[config.mk]
export PLATFORM = sky130hd
export DESIGN_NAME = sm3_div_lane
export DESIGN_NICKNAME = d
export VERILOG_FILES = /design/src/design/sm3_pkg.sv /design/src/design/sm3_div_lane.sv
export SDC_FILE = /design/constraint.sdc
export NUM_CORES = 1
export LEC_CHECK = 0
export BUFFER_PORTS_ARGS = -buffer_cell sky130_fd_sc_hd__buf_2
export CAP_MARGIN = 10
export CORE_MARGIN = 2
export CORE_UTILIZATION = 24
export CTS_BUF_LIST = sky130_fd_sc_hd__clkbuf_8
export CTS_CLUSTER_DIAMETER = 60
export CTS_CLUSTER_SIZE = 24
export DETAILED_ROUTE_END_ITERATION = 8
export GPL_TIMING_DRIVEN = 1
export PLACE_DENSITY = 0.48
export SLEW_MARGIN = 20
export SYNTH_ARGS = -nofsm -noshare
export SYNTH_HDL_FRONTEND = slang
export SYNTH_SLANG_ARGS = --single-unit
[constraint.sdc]
create_clock -name clock -period 5.2 [get_ports clock]
set_clock_uncertainty 0.15 [all_clocks]
set_input_delay 1.04 -clock clock [delete_from_list [all_inputs] [get_ports clock]]
set_output_delay 1.04 -clock clock [all_outputs]
set_load 0.01 [all_outputs]
[src/design/sm3_pkg.sv]
// Shared widths and exponential tables for the three-class softmax unit.
package sm3_pkg;

   localparam int NumFields    = 3;
   localparam int NumLogitsDef = 3;
   localparam int LogitW       = 16;
   localparam int ExpW         = 17;   // Q1.16, 1.0 = 65536
   localparam int SumW         = 19;
   localparam int ProbW        = 16;
   localparam int QuotW        = 17;
   localparam int IntTableLen  = 12;

   typedef logic [ExpW-1:0] exp_type;

   function automatic exp_type exp_int(input logic [3:0] idx);
      exp_type v;
      case (idx)
         4'd0:  v = 17'd65536;
         4'd1:  v = 17'd24109;
         4'd2:  v = 17'd8869;
         4'd3:  v = 17'd3263;
         4'd4:  v = 17'd1200;
         4'd5:  v = 17'd442;
         4'd6:  v = 17'd162;
         4'd7:  v = 17'd60;
         4'd8:  v = 17'd22;
         4'd9:  v = 17'd8;
         4'd10: v = 17'd3;
         4'd11: v = 17'd1;
         default: v = '0;
      endcase
      return v;
   endfunction

   function automatic exp_type exp_hi(input logic [3:0] idx);
      exp_type v;
      case (idx)
         4'd0:  v = 17'd65536;
         4'd1:  v = 17'd61565;
         4'd2:  v = 17'd57835;
         4'd3:  v = 17'd54331;
         4'd4:  v = 17'd51039;
         4'd5:  v = 17'd47947;
         4'd6:  v = 17'd45042;
         4'd7:  v = 17'd42313;
         4'd8:  v = 17'd39750;
         4'd9:  v = 17'd37341;
         4'd10: v = 17'd35079;
         4'd11: v = 17'd32954;
         4'd12: v = 17'd30957;
         4'd13: v = 17'd29081;
         4'd14: v = 17'd27319;
         default: v = 17'd25664;
      endcase
      return v;
   endfunction

   function automatic exp_type exp_lo(input logic [3:0] idx);
      exp_type v;
      case (idx)
         4'd0:  v = 17'd65536;
         4'd1:  v = 17'd65280;
         4'd2:  v = 17'd65026;
         4'd3:  v = 17'd64772;
         4'd4:  v = 17'd64520;
         4'd5:  v = 17'd64268;
         4'd6:  v = 17'd64018;
         4'd7:  v = 17'd63768;
         4'd8:  v = 17'd63520;
         4'd9:  v = 17'd63272;
         4'd10: v = 17'd63025;
         4'd11: v = 17'd62780;
         4'd12: v = 17'd62535;
         4'd13: v = 17'd62291;
         4'd14: v = 17'd62048;
         default: v = 17'd61806;
      endcase
      return v;
   endfunction

endpackage

[src/design/sm3_div_lane.sv]
// Pipelined restoring divider: round(e * 65536 / sum), one quotient bit per stage.
module sm3_div_lane
   import sm3_pkg::*;
(
   input  logic             clock,
   input  logic             en,
   input  exp_type          e,
   input  logic [SumW-1:0]  sum,
   output logic [QuotW-1:0] quot
);

   localparam int NumW = ExpW + 17;

   logic [SumW-1:0]  rem_ff [QuotW];
   logic [QuotW-1:0] low_ff [QuotW];
   logic [QuotW-1:0] q_ff   [QuotW];
   logic [SumW-1:0]  den_ff [QuotW];

   logic [NumW-1:0] num;
   assign num = NumW'({e, 16'd0}) + NumW'(sum >> 1);

   for (genvar j = 0; j < QuotW; j++) begin : g_stage
      logic [SumW-1:0]  rem_i, den_i;
      logic [QuotW-1:0] low_i, q_i;
      logic [SumW:0]    t;
      logic             ge;
      if (j == 0) begin : g_first
         assign rem_i = SumW'(num[NumW-1:QuotW]);
         assign low_i = num[QuotW-1:0];
         assign q_i   = '0;
         assign den_i = sum;
      end else begin : g_next
         assign rem_i = rem_ff[j-1];
         assign low_i = low_ff[j-1];
         assign q_i   = q_ff[j-1];
         assign den_i = den_ff[j-1];
      end
      assign t  = {rem_i, low_i[QuotW-1]};
      assign ge = t >= {1'b0, den_i};
      always_ff @(posedge clock) begin
         if (en) begin
            rem_ff[j] <= ge ? SumW'(t - {1'b0, den_i}) : SumW'(t);
            low_ff[j] <= {low_i[QuotW-2:0], 1'b0};
            q_ff[j]   <= {q_i[QuotW-2:0], ge};
            den_ff[j] <= den_i;
         end
      end
   end

   assign quot = q_ff[QuotW-1];

endmodule

======== Word level (Yosys, flattened, before mapping) ========
Memories as Yosys holds them, arrays and structs flattened.
Cells that the tools add are included.
cells by class
  add/subtract/negate cells ............... 18
  muxes and demuxes ....................... 19
  order comparisons ....................... 17
operators with widths
  kind            number
  $mux 19         17
  $ge 20x19->1    16
  $sub 19x19->19  16
  $add 33x18->34  1
  $ge 18x19->1    1
  $sub 18x19->19  1
  $mux 1          2
word-level totals
  bits in registers ....................... 0
  bits in writable memories ............... 1207
  memories kept ........................... 4
  logic and storage cells ................. 58
memory list
  memory  words  bits a word  rd ports  clocked after memory_dff  wr ports  line                source
  den_ff  17     19           16        0                         17        sm3_div_lane.sv:17  logic [SumW-1:0] den_ff [QuotW];
  rem_ff  17     19           16        0                         17        sm3_div_lane.sv:14  logic [SumW-1:0] rem_ff [QuotW];
  q_ff    17     17           17        0                         17        sm3_div_lane.sv:16  logic [QuotW-1:0] q_ff [QuotW];
  low_ff  17     16           16        0                         17        sm3_div_lane.sv:15  logic [QuotW-1:0] low_ff [QuotW];

======== Longest topological paths before layout ========
  depth after elaboration ................. 3
  depth in mapped cells ................... 20
  mapped depth without buffers ............ 16

======== Least setup slack after synthesis ========
No wires, ideal clock.
  kind .................................... input port to flip-flop
  from .................................... in e[0]
  to ...................................... mem rem_ff[0][10], data pin
  setup slack ............................. 0.334 ns
  stages on the path ...................... 20
  path buffers ............................ 4
  required time ........................... 4.790 ns
  arrival time ............................ 4.455 ns
  setup time .............................. 0.260 ns
  cells stage by stage .................... ha_1 > inv_1 > fa_1 > nand4b_1 > inv_1 > and2_1 > nand2_1 > nor2_1 > xnor2_1 > ha_1 > buf_2 > and3_1 > buf_2 > nand2_1 > or4_1 > a21oi_1 > a21o_1 > buf_6 > buf_6 > mux2_4
RTL lines
  what                line                source
  start: declaration  sm3_div_lane.sv:7   input exp_type e,
  end: declaration    sm3_div_lane.sv:14

==> impl_metrics.json <==
{
  "rows": 157,
  "cts.sinks": 761,
  "async_reset_ff_frac": 0,
  "worstSetupPathType": "in -> reg",
  "dr.pass1.iters": 6,
  "p_leak_uw": 0.0196,
  "relSlewSlack": 0.334,
  "crit_arrival_ns": 4.64,
  "combPwrFrac": 0.470,
  "crit_path_end_kind": "register",
  "cts_buffers": 85,
  "drt-wirelength-per-cell_um": 15.9,
  "ir_drop_mv": 0.196,
  "synth-xor-area-share": 0.0408,
  "required_ns": 5.57,
  "setup_tns_ns": 0,
  "gp_congestion": 0.815,
  "final_nets": 4514,
  "yosys-mux-area-fraction": 0.0298,
  "start_util": 0.242,
  "synth_simple_gate_area_frac": 0.114,
  "core_area_um2": 183000,
  "cts.repair.resized": 0,
  "avgSynthCellArea_um2": 10.9,
  "fin_crit_sh": 0.820,
  "die_h_um": 434,
  "portBuffers": 54,
  "cts_tree": "yes",
  "rsz0062_at_grt": "no",
  "io-pin-count": 55,
  "drt_iter0_markers": 1934,
  "placed_area_um2": 47800,
  "synth_common_cells": "edfxtp_1 (761), inv_1 (384), nor2_1 (349)",
  "synth_area_um2": 44400,
  "grt_first_pass_wirelength_um": 165000,
  "syn_inst": 4072,
  "synth_fa_ha_area_frac": 0.0989,
  "worstSetupStartpointType": "input pin",
  "power-per-cell-area_nw_per_um2": 554,
  "area_growth_pct": 12.1,
  "synth_cell_types": 81,
  "p_int_uw": 16400,
  "grt_max_degree": 88,
  "synth_top_area_share": 0.514,
  "tightest_slew_ns": 0.995,
  "synth-seq-area-share": 0.514,
  "layout_min_cycle_time_ns": 4.26,
  "hp-class": "reg -> reg",
  "max_freq_mhz": 235,
  "synthTopCellsByArea": "edfxtp_1 (51%), ha_1 (9.1%), a21oi_1 (3.8%), inv_1 (3.2%), nor2_1 (2.9%)",
  "antenna_found_initial": 2,
  "synth_compound_area_frac": 0.158,
  "yosysTopAreaCell": "edfxtp_1",
  "p_sw_uw": 11200,
  "place_hpwl_um": 80400,
  "yosysMostFrequentCell": "edfxtp_1",
  "htreeDepth": 3,
  "synth_top_family_by_area": "compound AO/OA/AOI/OAI gates",
  "wirelength_um": 106000,
  "drc": 0,
  "swShare": 0.405,
  "regArea_um2": 22900,
  "cts_setup_buffers": 0,
  "cts-root-buf": "clkbuf_8",
  "final_max_slew_viol_count": 0,
  "grt_pass1_vias": 29500,
  "seqPwrFrac": 0.360,
  "ys_ff_latch": 761,
  "synthFlopType": "edfxtp_1",
  "dieArea_um2": 189000,
  "ys_warn_count": 0,
  "fin_area_um2": 49800,
  "synth-edff-count": 761,
  "multi_input_area_um2": 19600,
  "outcome": "complete, no violations",
  "fillerInstances": 19300,
  "via_count": 30300,
  "hold_violations": 0,
  "power_frac_clock": 0.170,
  "holdWs_ns": 0.243,
  "syn_nets": 4451,
  "clk_pin_slew_worst_paths_ns": 0.09,
  "setup_viol": 0,
  "ant_nets": 0,
  "avgViaCountPerCell": 4.54,
  "track_usage": 0.110,
  "clockBufferDepth": 3,
  "drive_above_1_share": 0.0803,
  "grt_overflow": 0,
  "postCtsHoldBufs": 0,
  "critPathMaxFanout": 6,
  "final_core_util": 0.271,
  "die_w_um": 434,
  "clkLatencyLatePin_ns": 0.79,
  "maxCapViolCount": 0
}
-- final timing paths --
path	from	cells past startpoint	end	slack (ns)
worst max-delay path	sum[17]	17	rem_ff[0][13]	0.94
worst min-delay path	q_ff[13][1]	0	q_ff[14][2]	0.24
worst max register to register	den_ff[0][124]	10	rem_ff[0][136]	1.40
worst min register to register	q_ff[13][1]	0	q_ff[14][2]	0.24
-- per-stage QoR --
step	cells	total power [uW]	setup WS (ns)
floorplan	4072	19500	0.334
global placement	6511	23000	0.0804
detailed placement	6511	23100	0.123
CTS	6670	27900	1.01
global route	6674	29800	0.783
finish	6674	27600	0.938
-- critical path, stage by stage --
cell and delay, ns:
buf_2 0.13, ha_1 0.18, inv_1 0.06, fa_1 0.41, nand4b_1 0.20, inv_1 0.10
and2_1 0.20, buf_4 0.14, nand4_1 0.10, xnor2_1 0.20, ha_1 0.39, nand3_1 0.13
or4_1 0.48, a21oi_1 0.19, a21o_1 0.17, buf_4 0.19, mux2_4 0.31
-- routing by layer --
metal  vias to the layer above  global-route usage  wire length (um)
li1                      15200                   -                 -
met1                     14500               0.137             47100
met2                       472               0.195             52700
met3                       163              0.0158              3170
met4                         0              0.0336              2910
met5                         -                   0                 0
-- registers in the layout, summed over array words and instances (netlist names) --
register	cells
den_ff	304
q_ff	153
rem_ff	304
-- power groups by stage --
stage               clock [uW]  sequential [uW]  combinational, uW
global placement             0            10100              12900
CTS                       4900            10000              13000
floorplan                    0             9570               9910
finish                    4690             9940              13000
detailed placement           0            10100              12900
global route              5120            10100              14600
-- cells in the final DEF, fill, tap and decap left out, types with 86 or more instances in the layout --
master / netlist / routed
xnor2_1: 120 / 120
inv_1: 384 / 386
a21oi_1: 339 / 338
ha_1: 324 / 324
clkbuf_8: 0 / 86
nand2_1: 250 / 250
o21ai_0: 195 / 195
xor2_1: 87 / 87
edfxtp_1: 761 / 761
nor2_1: 349 / 349
a21o_1: 104 / 104
-- logic make-up after synthesis --
group | Yosys count
AO/OA/AOI/OAI | 1093
AND/OR/NAND/NOR | 1042
adder cells (fa/ha/maj) | 341
buffers and inverters | 510
XOR/XNOR | 207
multiplexers | 118
flip-flops | 761
-- layout make-up --
class / instances / share of cell area
sequential: 761 / 0.459
multi-input combinational: 2801 / 0.394
tap: 2464 / 0.0619
inverter: 385 / 0.0290
clock buffer: 86 / 0.0238
clock inverter: 73 / 0.0169
timing repair buffer: 101 / 0.0155
antenna: 3 / 0.000151
(Power assumes the default switching activity.)
