--- src/design/sm3_pkg.sv ---
// Shared widths and exponential tables for the three-class softmax unit.
package sm3_pkg;

   localparam int NumFields    = 3;
   localparam int NumLogitsDef = 3;
   localparam int LogitW       = 16;
   localparam int ExpW         = 17;   // Q1.16, 1.0 = 65536
   localparam int SumW         = 19;
   localparam int ProbW        = 16;
   localparam int QuotW        = 17;
   localparam int IntTableLen  = 12;

   typedef logic [ExpW-1:0] exp_type;

   function automatic exp_type exp_int(input logic [3:0] idx);
      exp_type v;
      case (idx)
         4'd0:  v = 17'd65536;
         4'd1:  v = 17'd24109;
         4'd2:  v = 17'd8869;
         4'd3:  v = 17'd3263;
         4'd4:  v = 17'd1200;
         4'd5:  v = 17'd442;
         4'd6:  v = 17'd162;
         4'd7:  v = 17'd60;
         4'd8:  v = 17'd22;
         4'd9:  v = 17'd8;
         4'd10: v = 17'd3;
         4'd11: v = 17'd1;
         default: v = '0;
      endcase
      return v;
   endfunction

   function automatic exp_type exp_hi(input logic [3:0] idx);
      exp_type v;
      case (idx)
         4'd0:  v = 17'd65536;
         4'd1:  v = 17'd61565;
         4'd2:  v = 17'd57835;
         4'd3:  v = 17'd54331;
         4'd4:  v = 17'd51039;
         4'd5:  v = 17'd47947;
         4'd6:  v = 17'd45042;
         4'd7:  v = 17'd42313;
         4'd8:  v = 17'd39750;
         4'd9:  v = 17'd37341;
         4'd10: v = 17'd35079;
         4'd11: v = 17'd32954;
         4'd12: v = 17'd30957;
         4'd13: v = 17'd29081;
         4'd14: v = 17'd27319;
         default: v = 17'd25664;
      endcase
      return v;
   endfunction

   function automatic exp_type exp_lo(input logic [3:0] idx);
      exp_type v;
      case (idx)
         4'd0:  v = 17'd65536;
         4'd1:  v = 17'd65280;
         4'd2:  v = 17'd65026;
         4'd3:  v = 17'd64772;
         4'd4:  v = 17'd64520;
         4'd5:  v = 17'd64268;
         4'd6:  v = 17'd64018;
         4'd7:  v = 17'd63768;
         4'd8:  v = 17'd63520;
         4'd9:  v = 17'd63272;
         4'd10: v = 17'd63025;
         4'd11: v = 17'd62780;
         4'd12: v = 17'd62535;
         4'd13: v = 17'd62291;
         4'd14: v = 17'd62048;
         default: v = 17'd61806;
      endcase
      return v;
   endfunction

endpackage

--- src/design/sm3_exp_lane.sv ---
// Exponential lane: exp(-a) for a Q8.8 distance, two pipeline stages.
module sm3_exp_lane
   import sm3_pkg::*;
(
   input  logic              clock,
   input  logic              en,
   input  logic [LogitW-1:0] gap,
   output exp_type           e
);

   logic [2*ExpW-1:0] p1_ff, p1_in;
   logic [3:0]        lo_ff;
   exp_type           e_ff, e_in;
   exp_type           e0, r1;
   logic [2*ExpW-1:0] p2;

   always_comb begin
      e0 = (gap[15:8] >= 8'(IntTableLen)) ? '0 : exp_int(gap[11:8]);
      p1_in = e0 * exp_hi(gap[7:4]);
      r1 = ExpW'((p1_ff + 34'd32768) >> 16);
      p2 = r1 * exp_lo(lo_ff);
      e_in = ExpW'((p2 + 34'd32768) >> 16);
   end

   always_ff @(posedge clock) begin
      if (en) begin
         p1_ff <= p1_in;
         lo_ff <= gap[3:0];
         e_ff  <= e_in;
      end
   end

   assign e = e_ff;

endmodule

--- config.mk ---
export PLATFORM = sky130hd
export DESIGN_NAME = sm3_exp_lane
export DESIGN_NICKNAME = d
export VERILOG_FILES = /design/src/design/sm3_pkg.sv /design/src/design/sm3_exp_lane.sv
export SDC_FILE = /design/constraint.sdc
export NUM_CORES = 1
export LEC_CHECK = 0
export BUFFER_PORTS_ARGS = -buffer_cell sky130_fd_sc_hd__buf_2
export CORE_AREA = 5 5 187 189
export CTS_CLUSTER_SIZE = 40
export DETAILED_ROUTE_END_ITERATION = 12
export DIE_AREA = 0 0 192 194
export GPL_TIMING_DRIVEN = 1
export PLACE_DENSITY = 0.77
export SYNTH_ARGS = -nofsm -noshare
export SYNTH_HDL_FRONTEND = slang
export SYNTH_SLANG_ARGS = --single-unit
--- constraint.sdc ---
create_clock -name clock -period 14.7 [get_ports clock]
set_clock_uncertainty 0.2 [all_clocks]
set_input_delay 2.205 -clock clock [delete_from_list [all_inputs] [get_ports clock]]
set_output_delay 2.205 -clock clock [all_outputs]
set_load 0.01 [all_outputs]
Word-level counts from Yosys, hierarchy flattened --
Memories as Yosys holds them, arrays and structs flattened. A register that Yosys moved wholly into a read port is not among the register bits. Index checks and enable logic that the tools add are counted.
Word-level totals: memories 3, bits in registers 54, logic and storage cells 13, ROM bits 768, bits of input ports 18
Cells by class: multiply operators 2, $lt $le $gt $ge 1, add/sub/neg operators 2, multiplexer cells 2
Memory list:
- (name not given) | words 16, width 17, read ports 1, clocked after memory_dff 0, write ports 0, line sm3_pkg.sv:37 | case (idx)
- (name not given) | words 16, width 16, read ports 1, clocked after memory_dff 1, write ports 0, line sm3_pkg.sv:60 | case (idx)
- (name not given) | words 16, width 15, read ports 1, clocked after memory_dff 0, write ports 0, line sm3_pkg.sv:17 | case (idx)
Operator list (count):
- 33-bit by 16-bit adder with 33-bit output (second input constant) | 2
- 17-bit by 17-bit multiplier with 33-bit output | 2
- 17-bit two-way mux | 1
- 8-bit by 4-bit greater-or-equal comparator with 1-bit output (second input constant) | 1
- 4-bit two-way mux | 1

Logic depth before layout (Yosys ltp) --
Gate-level depths: netlist of the first run.
depth in word-level cells 3, depth in mapped cells 28, gate-level depth less buffers 27

Least setup slack after synthesis of the first run --
No wires, ideal clock.
kind in2reg, from input gap[4], to register p1_ff[21] (data pin), setup slack 5.768 ns, arrival 8.474 ns, path buffers 2, stages 26, library setup time 0.258 ns, required time 14.242 ns, cells stage by stage clkbuf_1 > inv_1 > ha_1 > nor2_1 > a21o_1 > o21a_1 > clkbuf_1 > nand2_1 > fa_1 > fa_1 > fa_1 > inv_1 > fa_1 > fa_1 > inv_1 > fa_1 > inv_1 > ha_1 > a21o_1 > a31o_1 > a221oi_2 > nand2_2 > a21bo_2 > a31o_1 > a21oi_2 > xnor2_1
Between the ends: word-level cells in the longest chain between the ends 2
RTL lines:
- start: declaration | line sm3_exp_lane.sv:7 | input logic [LogitW-1:0] gap,
- memory 16 x 17 bit
- 17-bit by 17-bit multiplier with 33-bit output | line sm3_exp_lane.sv:19 | p1_in = e0 * exp_hi(gap[7:4]);
- net p1_in[21] | line sm3_exp_lane.sv:11 | logic [2*ExpW-1:0] p1_ff, p1_in;
- end signal: assignment | line sm3_exp_lane.sv:27 | p1_ff <= p1_in;
- end: declaration | line sm3_exp_lane.sv:11
The timed path passes the listed nets, and every way through them passes these cells. A chain may end at the register's enable or synchronous reset.

Worst setup path after layout of the first run --
from input gap[4], to register p1_ff[32] (data pin)
Same word-level chain as after synthesis.

==> results of run 1 <==
-- cell families (layout without fill, tap and decap cells) --
family | Yosys count | after routing | synth area share, %
multiplexers | 13 | 13 | 0.690
other | 0 | 1 | 0
AO/OA/AOI/OAI | 142 | 142 | 4.65
adder cells (fa/ha/maj) | 666 | 666 | 57.7
AND/OR/NAND/NOR | 634 | 634 | 14.9
flip-flops | 52 | 52 | 7.31
XOR/XNOR | 63 | 63 | 2.82
buffers and inverters | 618 | 619 | 11.9
-- synthesized netlist by cell type (all sizes together) (8+ instances only) --
master  instances  area (sq um)
inv           552          2070
fa            394          7890
ha            272          3400
nand2         240           903
nor2          175           659
and2          126           788
clkbuf         58           218
a21oi          46           241
edfxtp         39          1170
xnor2          36           315
o21ai          33           165
xor2           27           236
nand3          17          85.1
nand2b         16           100
a21o           15           113
dfxtp          13           260
nand4          13          81.3
and3           10          62.6
mux2i           9          90.1
a31oi           8          65.1
buf             8          37.5
or2             8          50.1
-- stage by stage --
step           instance area (sq um)  util [%]
2_1_floorplan                  19600         -
3_3_place_gp                   20200      61.1
3_5_place_dp                   20200      61.1
4_1_cts                        20400      61.6
5_1_grt                        20400      61.6
6_report                       20400      61.6
-- per-layer routing --
metal	vias to the layer above	global-route usage [%]
met4	0	7.61
met3	111	4.68
met2	526	43.9
li1	6554	-
met1	7164	34.6
met5	-	0
-- worst max-delay path by stage --
stage | start | endpoint | depth (start not counted)
after CTS | gap[4] | p1_ff[32] | 25
after floorplan | gap[4] | p1_ff[21] | 26
after global routing | gap[4] | p1_ff[32] | 25
after global placement | gap[15] | p1_ff[32] | 24
after detailed placement | gap[4] | p1_ff[32] | 25
final | gap[4] | p1_ff[32] | 24
-- power by group --
part           internal [mW]  total [mW]  switching (mW)
Sequential             0.361       0.395          0.0335
Combinational           1.62        3.91            2.29
Clock                 0.0682       0.129          0.0606
Total                   2.05        4.43            2.38
-- cell type report --
cell class	instances	share of cell area, %
diodes	1	0.0123
clock buffers	7	0.700
clock inverters	1	0.0368
inverters	552	10.2
multi-input cells	1518	77.6
flip-flops and latches	52	7.02
well taps	448	2.75
repair buffers	59	1.76
-- critical path, stage by stage --
cell,delay [ns]
buf_2,0.22
inv_1,0.15
ha_1,0.42
a21oi_1,0.13
a21oi_1,0.82
nand2_1,0.18
fa_1,0.53
fa_1,0.51
fa_1,0.52
inv_1,0.06
fa_1,0.49
fa_1,0.49
inv_1,0.05
fa_1,0.47
inv_1,0.04
ha_1,0.31
a21o_1,0.21
a31o_1,0.20
a221oi_2,0.41
nand4_1,0.27
a21oi_1,0.28
o31ai_1,0.14
a21oi_1,0.18
xnor2_1,0.08
==> metrics.md, run 1 <==
| Metric | Value |
|---|---|
| Worst skew pair latency | `0.31 ns` |
| Endpoint type of the worst setup path | `flip-flop` |
| Syn Std Cell Area | `0.0196 sq mm` |
| Netlist cell types | `59` |
| DRC | `0` |
| Core box area | `0.0331 sq mm` |
| Post-synth EDFFs | `39` |
| Non-Filler Instances | `2638` |
| Die width | `192 microns` |
| Reg2Reg Launch Point | `p1_ff[16]` |
| Top layer reached by signal wires | `met4` |
| Outcome | `completed` |
| WP data required | `14.56 ns` |
| Pwr dens | `217 mW/mm^2` |
| Pin count of the biggest net entering global routing | `46` |
| Final setup viols | `0` |
| Share of layout cells above drive strength 1 | `3.97%` |
| Worst EP arrival | `9.37 ns` |
| Placement Setup Slack | `4.91 ns` |
| Fin Hold WS | `0.496 ns` |
| Post-CTS Setup Bufs | `0` |
| Reg2Reg Depth | `24` |
| Synth warnings | `0` |
| Routed met3 length | `3620 microns` |
| # IOs | `35` |
| Maximum VDD drop | `0.000381 V` |
| #FFs+latches synth | `52` |
| Avg Inst Size Synth | `8.94 sq um` |
| Cts repair resizes | `0` |
| Worst-Margin Slew | `1.20 ns` |
| Fin. Hold Viols | `0` |
| Register area | `0.00143 sq mm` |
| Overall die height | `194 microns` |
| WL final | `46100 microns` |
| Via count | `14400` |
| Longest Clk Path Bufs | `2` |
| Most frequent cells in the layout | `inv_1 (552), fa_1 (394), ha_1 (272)` |
| R2R Path End | `e[14]` |
| Fmax | `0.105 GHz` |
| Max Cap Viol | `0` |
| Synth Instances | `2188` |
| Setup crit start kind | `primary input` |
| Met2 wire length | `22300 microns` |
| Flop2flop setup slack | `6.67 ns` |
| GPL Wtd Cong | `0.938` |
| Die area | `0.0372 sq mm` |
| Total power | `4.43 mW` |
| I/O Buffers | `34` |
| Worst hold path type | `reg -> reg` |
| Setup CP Type | `in -> reg` |
| Syn nets | `2872` |
| Total gr overflow | `0` |
| Leak pwr | `11.0 nW` |
| Placed cells | `2629` |
| Antenna violations before repair | `1` |
| Pre-antenna DRT Iters | `8` |
| Hold Buf Count CTS | `0` |
| Final worst path period need | `9.51 ns` |
| Row count | `67` |
| Final TNS setup | `0 ns` |
| FILL cells | `2774` |
| Hold Startpoint | `lo_ff[3]` |
| Clock sink count | `52` |
| Fin crit share | `64.7%` |
| Most common cell after layout, fill and taps aside | `inv_1` |
| Remaining antenna violation count | `0` |
| Vias in the first global route | `16000` |
| Area of the multi-input gates | `0.0158 sq mm` |
| Rel. slew slack | `19.9%` |
| Starting density of the core | `59.1%` |
| Via density | `5.44` |
| Final net count | `2872` |
| PnR worst setup slack | `5.19 ns` |
| GRT Resource Usage Total | `26.1%` |
| Crit path max fanout | `12` |
| DRT iter0 DRCs | `1128` |
| Register area share after synthesis | `7.31%` |
| Hold Path Depth | `2` |
| First-pass GRT wire length | `78100 microns` |
| Top_reg_cell synth | `edfxtp_1` |
| CTS Buf Count | `5` |
| Post-detail-place hpwl | `38700 microns` |
| Root Buffer Master | `clkbuf_16` |
| CTS tree | `yes` |
| CTS clock-pin slew for the worst setup and hold paths | `0.08 ns` |
| H-Tree Depth | `2` |
| DRT met1 WL | `18500 microns` |
| Post-synth ARST share | `0%` |
| RSZ-0062 raised after global routing | `false` |
| Fin. max-slew vios | `0` |
| Wire per inst | `17.5 microns` |
| Area Overhead vs Synth | `4.17%` |
Note: power is estimated with default switching activity, not from simulation.
==> run 2: changes to the inputs <==
- clock period: 14.7 -> 9.4 ns (I/O delays scaled with it)
==> run 2 against run 1 <==
Effect of this change:
- count of clock-buffer cells in the layout decreased by 1
- largest cell class unchanged
- clock power increased by 66%
- global-route usage decreased by 0.36 points
- worst hold slack improved by 0.0082 ns
- non-clock buffer count increased by 10
- critical path depth decreased by 1
==> metrics.md, run 2 (same netlist as run 1, synthesis figures left out) <==
| Metric | Value |
|---|---|
| Outcome | `completed` |
| Final setup viols | `0 (unchanged)` |
| Die width | `192 microns (unchanged)` |
| Area Overhead vs Synth | `4.63%` |
| Final TNS setup | `0 ns (unchanged)` |
| Crit path max fanout | `12 (unchanged)` |
| Post-CTS Setup Bufs | `0 (unchanged)` |
| Reg2Reg Depth | `23 (-4.2%)` |
| Pwr dens | `339 mW/mm^2 (+56%)` |
| Fraction of power spent switching nets | `53.6% (-0.22 points)` |
| Fin. max-slew vios | `0 (unchanged)` |
| Worst skew pair latency | `0.31 ns (about the same)` |
| Setup crit start kind | `primary input` |
| Cts repair resizes | `0 (unchanged)` |
| Row count | `67 (unchanged)` |
| WP data required | `9.27 ns (-5.29 ns)` |
| Fmax | `0.118 GHz` |
| Root Buffer Master | `clkbuf_16` |
| Post-detail-place hpwl | `37900 microns (-2.1%)` |
| CTS clock-pin slew for the worst setup and hold paths | `0.08 ns (about the same)` |
| GRT Resource Usage Total | `25.7% (-0.36 points)` |
| Vias in the first global route | `15800 (-1.0%)` |
| Clock power frac | `3.1% (+0.2 points)` |
| Rel. slew slack | `19.5% (-0.39 points)` |
| Met2 wire length | `21700 microns (-2.8%)` |
| Maximum VDD drop | `0.000696 V (+82%)` |
| DRC | `0 (unchanged)` |
| Via count | `14400 (+0.52%)` |
| FILL cells | `2794 (+0.72%)` |
| DRT met1 WL | `18000 microns (-2.8%)` |
| Pin count of the biggest net entering global routing | `46 (unchanged)` |
| First-pass GRT wire length | `77200 microns (-1.1%)` |
| Share of layout cells above drive strength 1 | `4.46% (+0.48 points)` |
| Endpoint type of the worst setup path | `flip-flop` |
| Final worst path period need | `8.46 ns` |
| Routed met3 length | `3760 microns (+3.8%)` |
| Overall die height | `194 microns (unchanged)` |
| Die area | `0.0372 sq mm (unchanged)` |
| Setup CP Type | `in -> reg` |
| Pre-antenna DRT Iters | `6 (-2)` |
| Placed Instance Area | `0.0203 sq mm (+0.37%)` |
| Fin. Hold Viols | `0 (unchanged)` |
| Most frequent cells in the layout | `inv_1 (552), fa_1 (394), ha_1 (272)` |
| I/O Buffers | `34 (unchanged)` |
| Worst EP arrival | `8.33 ns (-1.04 ns)` |
| Clock sink count | `52 (unchanged)` |
| Starting density of the core | `59.1% (unchanged)` |
| GPL Wtd Cong | `0.965 (+2.9%)` |
| Longest Clk Path Bufs | `2 (unchanged)` |
| Worst-Margin Slew | `1.20 ns (+0.00134 ns)` |
| Total gr overflow | `0 (unchanged)` |
| Seq pwr share | `8.9% (about the same)` |
| NetSw | `3.72 mW (+56%)` |
| Max Cap Viol | `0 (unchanged)` |
| Most common cell after layout, fill and taps aside | `inv_1` |
| Top layer reached by signal wires | `met4` |
| Remaining antenna violation count | `0 (unchanged)` |
| Core box area | `0.0331 sq mm (unchanged)` |
| H-Tree Depth | `2 (unchanged)` |
| DRT iter0 DRCs | `1040 (-7.8%)` |
| Worst hold path type | `reg -> reg` |
| Hold Path Depth | `2 (unchanged)` |
| Cell Int Power | `3.22 mW (+57%)` |
| Hold Buf Count CTS | `0 (unchanged)` |
| Gate power share | `88.0% (-0.2 points)` |
| Wire per inst | `17.1 microns (-2.0%)` |
| # IOs | `35 (unchanged)` |
| Antenna violations before repair | `1 (unchanged)` |
| RSZ-0062 raised after global routing | `false` |
| Area of the multi-input gates | `0.0158 sq mm (unchanged)` |
| Via density | `5.45 (+0.14%)` |
| Final instance area | `0.0205 sq mm (+0.44%)` |
| Leak pwr | `11.1 nW (+0.54%)` |
| CTS Buf Count | `5 (unchanged)` |
| Final net count | `2882 (+0.35%)` |
| Register area | `0.00143 sq mm (unchanged)` |
| Fin crit share | `90.1%` |
| WL final | `45300 microns (-1.7%)` |
| CTS tree | `yes` |
## run 2: power groups by stage
stage | clock (mW) | combinational, mW | sequential [mW]
floorplan | 0 | 4.55 | 0.612
global placement | 0 | 5.83 | 0.618
detailed placement | 0 | 6.05 | 0.620
CTS | 0.216 | 6.10 | 0.615
global route | 0.223 | 7.06 | 0.621
finish | 0.214 | 6.10 | 0.616
## run 2: area by class of cell
cell class                      instances  area share, %
Timing Repair Buffer                   69           2.11
Multi-Input combinational cell       1518           77.2
Antenna cell                            1         0.0122
Sequential cell                        52           6.99
Clock inverter                          2         0.0733
Clock buffer                            6          0.733
Tap cell                              448           2.74
Inverter                              552           10.1
## run 2: stage by stage
| stage | worst slack [ns] | total power [mW] | hold slack (ns) | utilization (%) | cells |
|---|---|---|---|---|---|
| floorplan | 1.26 | 5.16 | 0.381 | - | 2188 |
| finish | 0.935 | 6.93 | 0.505 | 61.8 | 2648 |
| detailed placement | 0.704 | 6.67 | 0.481 | 61.3 | 2639 |
| global route | 0.489 | 7.90 | 0.560 | 61.8 | 2648 |
| CTS | 1.02 | 6.93 | 0.495 | 61.8 | 2647 |
| global placement | 0.869 | 6.45 | 0.446 | 61.3 | 2639 |
## run 2: per-layer routing
| metal | vias up | global-route usage [%] |
|---|---|---|
| met5 | - | 0 |
| met2 | 557 | 42.9 |
| met3 | 116 | 5.51 |
| li1 | 6587 | - |
| met4 | 0 | 8.74 |
| met1 | 7169 | 33.4 |
## run 2: worst paths after layout
| kind | to | start | slack [ns] |
|---|---|---|---|
| setup / recovery | p1_ff[32] | gap[15] | 0.94 |
| hold / removal | flip-flop | lo_ff[3] | 0.50 |
| setup reg to reg | e[14] | p1_ff[15] | 1.34 |
| hold reg to reg | flip-flop | lo_ff[3] | 0.50 |
## run 2: worst max-delay path: stages
cell and delay [ns]:
buf_2 0.10, or4_1 0.60, nor2_1 0.26, and2_1 0.55, nand2_1 0.15, fa_1 0.54
inv_1 0.05, fa_1 0.48, fa_1 0.57, fa_1 0.43, fa_1 0.50, inv_1 0.05
fa_1 0.47, inv_1 0.04, ha_1 0.38, o21ai_0 0.10, nor2_1 0.17, o32ai_1 0.14
a311oi_1 0.49, a21oi_1 0.18, o31ai_1 0.37, a21oi_1 0.14, xnor2_1 0.13
